===== src/hw/rtl/framed_packet_receiver_queue_top_defines.svh =====
// Assertion macros shared by the framed packet receiver queue RTL.
// Needs no other file; the assertion bodies compile away under SYNTHESIS.
`ifndef FRAMED_PACKET_RECEIVER_QUEUE_TOP_DEFINES_SVH
`define FRAMED_PACKET_RECEIVER_QUEUE_TOP_DEFINES_SVH
`ifndef SYNTHESIS
// Consequent must hold at the same clock edge as the antecedent.
`define FPRQ_ASSERT_NOW(lbl, clk_s, rst_n_s, ante, cons) \
	lbl: assert property (@(posedge clk_s) disable iff (!rst_n_s) (ante) |-> (cons)) \
		else $error("fprq assertion failed");
// Consequent must hold at the clock edge after the antecedent.
`define FPRQ_ASSERT_NEXT(lbl, clk_s, rst_n_s, ante, cons) \
	lbl: assert property (@(posedge clk_s) disable iff (!rst_n_s) (ante) |=> (cons)) \
		else $error("fprq assertion failed");
`else
`define FPRQ_ASSERT_NOW(lbl, clk_s, rst_n_s, ante, cons)
`define FPRQ_ASSERT_NEXT(lbl, clk_s, rst_n_s, ante, cons)
`endif
`endif


===== src/hw/rtl/fprq_pkg.sv =====
// Types and fixed constants of the framed packet receiver queue.
// Used by the parser and the top level; depends on nothing.
`default_nettype none

package fprq_pkg;

	// Operation codes of an input transfer.
	localparam logic [1:0] OP_RX      = 2'd0;
	localparam logic [1:0] OP_READ    = 2'd1;
	localparam logic [1:0] OP_RELEASE = 2'd2;

	// Frame sync bytes and accepted address prefixes.
	localparam logic [7:0] SYNC_A    = 8'hFF;
	localparam logic [7:0] SYNC_B    = 8'hFE;
	localparam logic [7:0] SYNC_C    = 8'hFD;
	localparam logic [7:0] ADDR_TYPE1 = 8'h10;
	localparam logic [7:0] ADDR_TYPE2 = 8'h20;

	// Reset value of the own address register.
	localparam logic [3:0] OWN_ADDR_RST = 4'd4;

	// Event codes reported with every result.
	typedef enum logic [2:0] {
		EV_NONE    = 3'd0,
		EV_STORED  = 3'd1,
		EV_BADSUM  = 3'd2,
		EV_FULL    = 3'd3,
		EV_FOREIGN = 3'd4,
		EV_LONG    = 3'd5
	} event_t;

	// Status from the parser for the byte being taken this cycle.
	typedef struct packed {
		logic       byte_wr;     // payload byte goes to the ring memory
		logic       check_ok;    // checksum byte matched, frame ready to store
		event_t     ev;          // parser event (never STORED or FULL)
		logic [1:0] frame_type;
		logic [7:0] frame_instr;
	} parse_stat_t;

endpackage

`default_nettype wire


===== src/hw/rtl/fprq_parser.sv =====
// Frame parser: sync detection, header decode, length check and checksum.
// Uses fprq_pkg; the top level owns the ring and its payload memory.
`default_nettype none

module fprq_parser #(
	parameter int unsigned MAX_PAYLOAD = 256,
	localparam int unsigned LEN_W = $clog2(MAX_PAYLOAD + 1)
) (
	input  wire logic               clk,
	input  wire logic               arst_n,
	input  wire logic               step,        // a received byte is taken
	input  wire logic [7:0]         rx_byte,
	input  wire logic [3:0]         own_address,
	output fprq_pkg::parse_stat_t   stat,
	output logic [LEN_W-1:0]        wr_pos,      // payload position of rx_byte
	output logic [LEN_W-1:0]        frame_len    // length of the frame in progress
);

	typedef enum logic [2:0] {
		PH_IDLE,
		PH_START,
		PH_INSTR,
		PH_LEN_HI,
		PH_LEN_LO,
		PH_DATA,
		PH_CHECK
	} phase_t;

	phase_t           phase_q, phase_d;
	logic [15:0]      sync_q;
	logic [7:0]       sum_q, sum_d;
	logic [7:0]       len_hi_q, len_hi_d;
	logic [LEN_W-1:0] len_q, len_d;
	logic [LEN_W-1:0] pos_q, pos_d;
	logic [1:0]       type_q, type_d;
	logic [7:0]       instr_q, instr_d;
	logic             sync_hit;
	logic [15:0]      len_full;
	logic [LEN_W-1:0] pos_inc;
	logic [7:0]       sum_add;

	assign sync_hit = (rx_byte == fprq_pkg::SYNC_C) &&
		(sync_q == {fprq_pkg::SYNC_A, fprq_pkg::SYNC_B});
	assign len_full = {len_hi_q, rx_byte};
	assign pos_inc  = pos_q + LEN_W'(1);
	assign sum_add  = sum_q + rx_byte;

	// Next parse state and the status for this byte.
	always_comb begin
		phase_d  = phase_q;
		sum_d    = sum_q;
		len_hi_d = len_hi_q;
		len_d    = len_q;
		pos_d    = pos_q;
		type_d   = type_q;
		instr_d  = instr_q;
		stat     = '{byte_wr: 1'b0, check_ok: 1'b0, ev: fprq_pkg::EV_NONE,
			frame_type: type_q, frame_instr: instr_q};
		if (sync_hit) begin
			// The sync triple restarts framing from any phase.
			phase_d  = PH_START;
			sum_d    = '0;
			len_hi_d = '0;
			len_d    = '0;
			pos_d    = '0;
			type_d   = '0;
			instr_d  = '0;
		end else begin
			case (phase_q)
				PH_START: begin
					if ((rx_byte == (fprq_pkg::ADDR_TYPE1 | {4'h0, own_address})) ||
						(rx_byte == (fprq_pkg::ADDR_TYPE2 | {4'h0, own_address}))) begin
						type_d  = rx_byte[5:4];
						phase_d = PH_INSTR;
					end else begin
						phase_d = PH_IDLE;
						stat.ev = fprq_pkg::EV_FOREIGN;
					end
					sum_d = sum_add;
				end
				PH_INSTR: begin
					instr_d = rx_byte;
					phase_d = PH_LEN_HI;
					sum_d   = sum_add;
				end
				PH_LEN_HI: begin
					len_hi_d = rx_byte;
					phase_d  = PH_LEN_LO;
					sum_d    = sum_add;
				end
				PH_LEN_LO: begin
					sum_d = sum_add;
					pos_d = '0;
					if (len_full > 16'(MAX_PAYLOAD)) begin
						phase_d = PH_IDLE;
						len_d   = '0;
						stat.ev = fprq_pkg::EV_LONG;
					end else begin
						len_d   = LEN_W'(len_full);
						phase_d = (len_full == 16'd0) ? PH_CHECK : PH_DATA;
					end
				end
				PH_DATA: begin
					stat.byte_wr = 1'b1;
					pos_d        = pos_inc;
					sum_d        = sum_add;
					if (pos_inc >= len_q) begin
						phase_d = PH_CHECK;
					end
				end
				PH_CHECK: begin
					if (sum_q == rx_byte) begin
						stat.check_ok = 1'b1;
					end else begin
						stat.ev = fprq_pkg::EV_BADSUM;
					end
					phase_d = PH_IDLE;
				end
				default: begin
					// Idle bytes outside a frame are ignored.
				end
			endcase
		end
	end

	assign wr_pos    = pos_q;
	assign frame_len = len_q;

	// Parse state advances once per received byte.
	always_ff @(posedge clk or negedge arst_n) begin
		if (!arst_n) begin
			phase_q  <= PH_IDLE;
			sync_q   <= '0;
			sum_q    <= '0;
			len_hi_q <= '0;
			len_q    <= '0;
			pos_q    <= '0;
			type_q   <= '0;
			instr_q  <= '0;
		end else if (step) begin
			phase_q  <= phase_d;
			sync_q   <= {sync_q[7:0], rx_byte};
			sum_q    <= sum_d;
			len_hi_q <= len_hi_d;
			len_q    <= len_d;
			pos_q    <= pos_d;
			type_q   <= type_d;
			instr_q  <= instr_d;
		end
	end

endmodule

`default_nettype wire


===== config.mk =====
export PLATFORM = sky130hd
export DESIGN_NAME = fprq_parser
export DESIGN_NICKNAME = d
export VERILOG_FILES = /design/src/hw/rtl/framed_packet_receiver_queue_top_defines.svh /design/src/hw/rtl/fprq_pkg.sv /design/src/hw/rtl/fprq_parser.sv
export SDC_FILE = /design/constraint.sdc
export NUM_CORES = 1
export LEC_CHECK = 0
export ABC_AREA = 1
export BUFFER_PORTS_ARGS = -buffer_cell sky130_fd_sc_hd__buf_4
export CAP_MARGIN = 20
export CORE_ASPECT_RATIO = 1.25
export CORE_MARGIN = 4
export CORE_UTILIZATION = 55
export DETAILED_ROUTE_END_ITERATION = 12
export PLACE_DENSITY_LB_ADDON = 0.3
export SLEW_MARGIN = 20
export SYNTH_ARGS = -nofsm -noshare
export SYNTH_HDL_FRONTEND = slang
export SYNTH_SLANG_ARGS = --single-unit

===== constraint.sdc =====
create_clock -name clk -period 2.45 [get_ports clk]
set_clock_uncertainty 0.1 [all_clocks]
set_input_delay 0.49 -clock clk [delete_from_list [all_inputs] [get_ports clk]]
set_output_delay 0.49 -clock clk [all_outputs]
set_load 0.02 [all_outputs]

=== After elaboration in Yosys (flattened, before gate mapping) ===
Cells that the tools add are included.
W data, S select, Z words.

* Bits of input ports: 15
* Register bits after elaboration: 63
* Output and inout port bits: 33
* Word-level logic and storage cells: 71

* Equality and inequality tests: 12
* Add/subtract/negate cells: 2
* Reductions and logical operators: 19
* $lt $le $gt $ge: 2
* Muxes and demuxes: 28

{| class="wikitable"
|+ Operators with widths
! operator !! count
|-
| $mux W8 || 6
|-
| $mux W9 || 4
|-
| $pmux W3 S6 || 1
|-
| $pmux W9 S2 || 1
|-
| $eq A16 B16 Y1 const B || 1
|-
| $gt A16 B9 Y1 const B || 1
|-
| $logic_not A16 Y1 || 1
|-
| $mux W3 || 5
|-
| $mux W2 || 6
|-
| $reduce_bool A2 Y1 || 6
|-
| $reduce_and A2 Y1 || 5
|-
| $add A9 B1 Y9 const B || 1
|-
| $eq A3 B3 Y1 const B || 3
|-
| $ge A9 B9 Y1 || 1
|-
| $pmux W3 S3 || 1
|-
| $add A8 B8 Y8 || 1
|-
| $eq A8 B5 Y1 || 1
|-
| $eq A8 B6 Y1 || 1
|-
| $eq A8 B8 Y1 || 1
|-
| $eq A8 B8 Y1 const B || 1
|-
| $reduce_bool A7 Y1 || 1
|-
| $eq A3 B2 Y1 const B || 2
|-
| $reduce_and A3 Y1 || 2
|-
| $mux W5 || 1
|-
| other kinds (7) || 9
|}

=== Logic depth before layout (Yosys ltp) ===
* Depth in word-level cells: 5
* Mapped depth: 16
* Depth with buffers taken out: 16

=== Worst setup path before layout ===
Ideal clock, no wire load.

* Kind: register to register
* Start: register pos_q[0], in the netlist wr_pos[0]
* End: register phase_q[2]
* Buffers on the path: 0
* Setup time: 116 ps
* Path slack: 32 ps
* Clock period less this slack: 2418 ps
* Cell stages (with the launch flop): 15
* Data arrival time: 2202 ps
* Data required time: 2234 ps
* Cell sequence: dfrtp_1 > ha_1 > nand3_1 > nor2_1 > nand3_1 > nor2_1 > xor2_1 > ha_1 > a21o_1 > nor2_1 > nand3_1 > nor2_1 > nor2_1 > nand2_1 > nand2_1

* Longest elaborated chain between the ends: 4

{| class="wikitable"
|+ Ends and longest elaborated chain
! item !! line !! RTL
|-
| start, declared || fprq_parser.sv:34 || <nowiki>logic [LEN_W-1:0] pos_q, pos_d;</nowiki>
|-
| start signal, assigned || fprq_parser.sv:146 || <nowiki>pos_q <= pos_d;</nowiki>
|-
| $add A9 B1 Y9 || fprq_parser.sv:45 || <nowiki>assign pos_inc = pos_q + LEN_W'(1);</nowiki>
|-
| $ge A9 B9 Y1 || fprq_parser.sv:107 || <nowiki>if (pos_inc >= len_q) begin</nowiki>
|-
| $ne A3 B3 Y1 (no source line) || n/a ||
|-
| $reduce_and A3 Y1 (no source line) || n/a ||
|-
| end signal, assigned || fprq_parser.sv:141 || <nowiki>phase_q <= phase_d;</nowiki>
|-
| end, declared || fprq_parser.sv:29 || <nowiki>phase_t phase_q, phase_d;</nowiki>
|}

Every way passes these cells.
A chain may end at the register's enable or synchronous reset.

=== Worst setup path after layout ===
* Start: register pos_q[1], in the netlist wr_pos[1]
* End: register phase_q[2]

Same word-level chain as after synthesis.

==> reports/results.ini <==
[critical_path]
crit_start=wr_pos[1]$_DFFE_PN0P_
worstPathRequired_ns=2.60
arrival_ns=2.52
cp_slowest_cell=dfrtp_1
cpPeakStageDelay_ns=0.42
ff2ff_setup_slack_ns=0.07
critPathLaunchType=flip-flop
reg2reg_from=wr_pos[1]$_DFFE_PN0P_
cp_max_fo=2
cp_cell_sequence=ha_4, nand3_4, nor2_4, nand3_2, nor2_2, xor2_1, ha_1, a21o_1, nor2_2, nand3_1, nor2_1, nor2_1, nand2_1, nand2_1
path_class=flip-flop to flip-flop
end_kind=flip-flop

[floorplan]
coreArea_um2=6524
die_area_um2=8069
die_width_um=81.15
fp.dieH_um=99.44
ios=48
fp-row-count=33
start_util=0.5639

[clocking]
cts_buffers=9
clk_path_buf_depth=2
clock_sinks=63
clk_latency_ns=0.36
cts_tree=done
clkTransAtPathRegs_ns=0.08
cts-root-buf=clkbuf_8
cts_hold_buf=0
h-tree-depth=3

[hold_path]
min_path_type=input port to async pin

[sta]
max_slew_margin=0.4609
setup_violations=0
rsz0062_at_grt=true
finalSetupTns_ns=0
slew_violations=0
timing.fmax_mhz=420.6
hold_viol_final=0
tightest_slew_ns=0.8087
fin_crit_ns=2.378
fin_crit_sh=0.9705

[cells_and_area]
nets=596
stdcell_count=653
final_cell_mix=157 x nand2_1, 68 x buf_4, 62 x dfrtp_1
drive_gt1_frac=0.2244
num-fill-cells=535
final_common_cell=nand2_1
postLayoutCoreUtil=0.7048
n_antenna_cell=0
syn_to_final_growth_pct=25.00

[synth]
syn_area_um2=3679
synth.avg_cell_area_um2=7.507
yosysSeqAreaShare=0.4286
syn_nets=524
netlist_instances=490
synth-seq-cells=63
synthDistinctLibCells=35
yosys_warnings=0

[flow_run]
max-cap-violations=0

[placed_design]
dp.final_hpwl_mm=6.781
gp_congestion=0.9181
port_buffers=47
placedCellCount=628

[routing]
drcViolationCount=0
postRouteAntennaNets=0
first_iter_violations=198
drt-total-wl_mm=9.504
drtPass1Iterations=5
wl_per_cell_um=14.55
vias=3376
routed_via_density=5.170

[grt]
grt_first_pass_wirelength_mm=14.90
grt_max_degree=64
grt.overflow.total=0
antenna_found_initial=0
grt_pass1_vias=3207
grtUsageTotal=0.2432

[power]
vdd_ir_drop_max_mv=0.6293
p_int_mw=3.111
p_sw_mw=2.352
comb_power_share=0.500
p_leak_nw=2.426
pwr-share-seq=0.319
clkPwrFrac=0.181
swShare=0.4305
power_density_nw_per_um2=1188

[run_status]
status=completed

worst paths after layout:
kind,endpoint,cells after the start
worst max register to register,phase_q[2]$_DFFE_PN0P_,14
worst min register to register,sync_q[14]$_DFFE_PN0P_,2
min in group clk,sync_q[6]$_DFFE_PN0P_,3
max in group asynchronous,len_hi_q[5]$_DFFE_PN0P_,1
worst max-delay path,phase_q[2]$_DFFE_PN0P_,14
worst min-delay path,wr_pos[3]$_DFFE_PN0P_,1
power by group through the flow:
stage,combinational [mW],sequential [mW],clock [mW]
detailed placement,2.52,1.72,0
global route,3.06,1.80,1.04
global placement,2.45,1.70,0
finish,2.73,1.74,0.987
CTS,2.55,1.71,0.994
floorplan,1.45,1.92,0
per-stage QoR:
stage	hold slack (ns)	area, µm²	total power [mW]	setup slack [ns]
2_1_floorplan	0.09441	3679	3.375	0.03198
3_3_place_gp	0.3557	4177	4.149	0.04689
6_report	0.1007	4598	5.463	0.07233
4_1_cts	0.1456	4410	5.263	0.01996
5_1_grt	0.1701	4598	5.896	-0.06567
3_5_place_dp	0.3587	4177	4.244	0.02700
synth_stat cells:
cell / number / area, µm²
a21oi_1: 10 / 50.05
nor2_2: 2 / 12.51
fa_1: 1 / 20.02
o22ai_1: 5 / 31.28
nand3_1: 31 / 155.2
o21ai_1: 6 / 30.03
xor2_1: 10 / 87.58
o21ai_2: 1 / 8.760
a31oi_1: 2 / 12.51
a21oi_4: 3 / 48.80
or2_2: 2 / 12.51
inv_2: 4 / 15.01
nand2_2: 5 / 31.28
nor3_1: 4 / 20.02
a21o_1: 2 / 15.01
dfrtp_1: 63 / 1577
nor2_4: 1 / 11.26
o21bai_1: 1 / 7.510
buf_1: 1 / 3.750
nand4_1: 3 / 18.77
mux2i_1: 1 / 10.01
nand2_1: 159 / 596.8
a21oi_2: 1 / 8.760
clkinv_2: 1 / 5.000
clkbuf_1: 1 / 3.750
nand2_4: 1 / 11.26
and3_1: 1 / 6.260
xnor2_1: 1 / 8.760
inv_1: 62 / 232.7
buf_2: 4 / 20.02
o21ai_0: 36 / 180.2
nor4_1: 1 / 6.260
ha_1: 18 / 225.2
nor2_1: 43 / 161.4
buf_6: 3 / 33.78
critical path: cells and delay by family (launching register included):
kind	cells	cell delay [ns]
AO/OA/AOI/OAI	1	0.19
adder cells (fa/ha/maj)	2	0.48
XOR/XNOR	1	0.20
flip-flops	1	0.42
AND/OR/NAND/NOR	10	0.88
cell type report:
type	count	area, µm²	share of cell area
timing repair buffer	70	533.0	0.1159
sequential	63	1578	0.3431
multi-input combinational	351	1913	0.4161
clock buffer	9	123.9	0.02694
tap	87	108.9	0.02367
inverter	67	255.2	0.05551
clock inverter	6	86.33	0.01878
kinds of logic (layout without fill, tap and decap cells):
group | Yosys count | in the layout | synth area share
flip-flops | 63 | 63 | 0.4286
AND/OR/NAND/NOR | 253 | 253 | 0.2837
adder cells (fa/ha/maj) | 19 | 19 | 0.06667
buffers and inverters | 76 | 152 | 0.08537
multiplexers | 1 | 1 | 0.002721
XOR/XNOR | 11 | 11 | 0.02619
AO/OA/AOI/OAI | 67 | 67 | 0.1068
timing repair:
item | CTS | global route
hold endpoints to repair | 0 | 0
setup endpoints to repair | 2 | 6
pin swaps | 1 | 15
buffers inserted | 0 | 10
resized for setup | 5 | 24
per-layer routing:
layer  routed length (µm)  part of all wire  vias up  track usage
met2                 4845              0.51       80       0.4124
met1                 4003              0.42     1586       0.3041
met3                  426             0.045       20      0.04529
met4                  229             0.024        0      0.09233
li1                     -                 -     1690            -
met5                    0                 0        -            0
sequential cells by signal, indices dropped and copies added, names as in the netlist:
register and cells:
type_q 2, wr_pos 9, instr_q 8, sync_q 16
phase_q 3, frame_len 9, len_hi_q 8, sum_q 8
(Power assumes the default switching activity.)
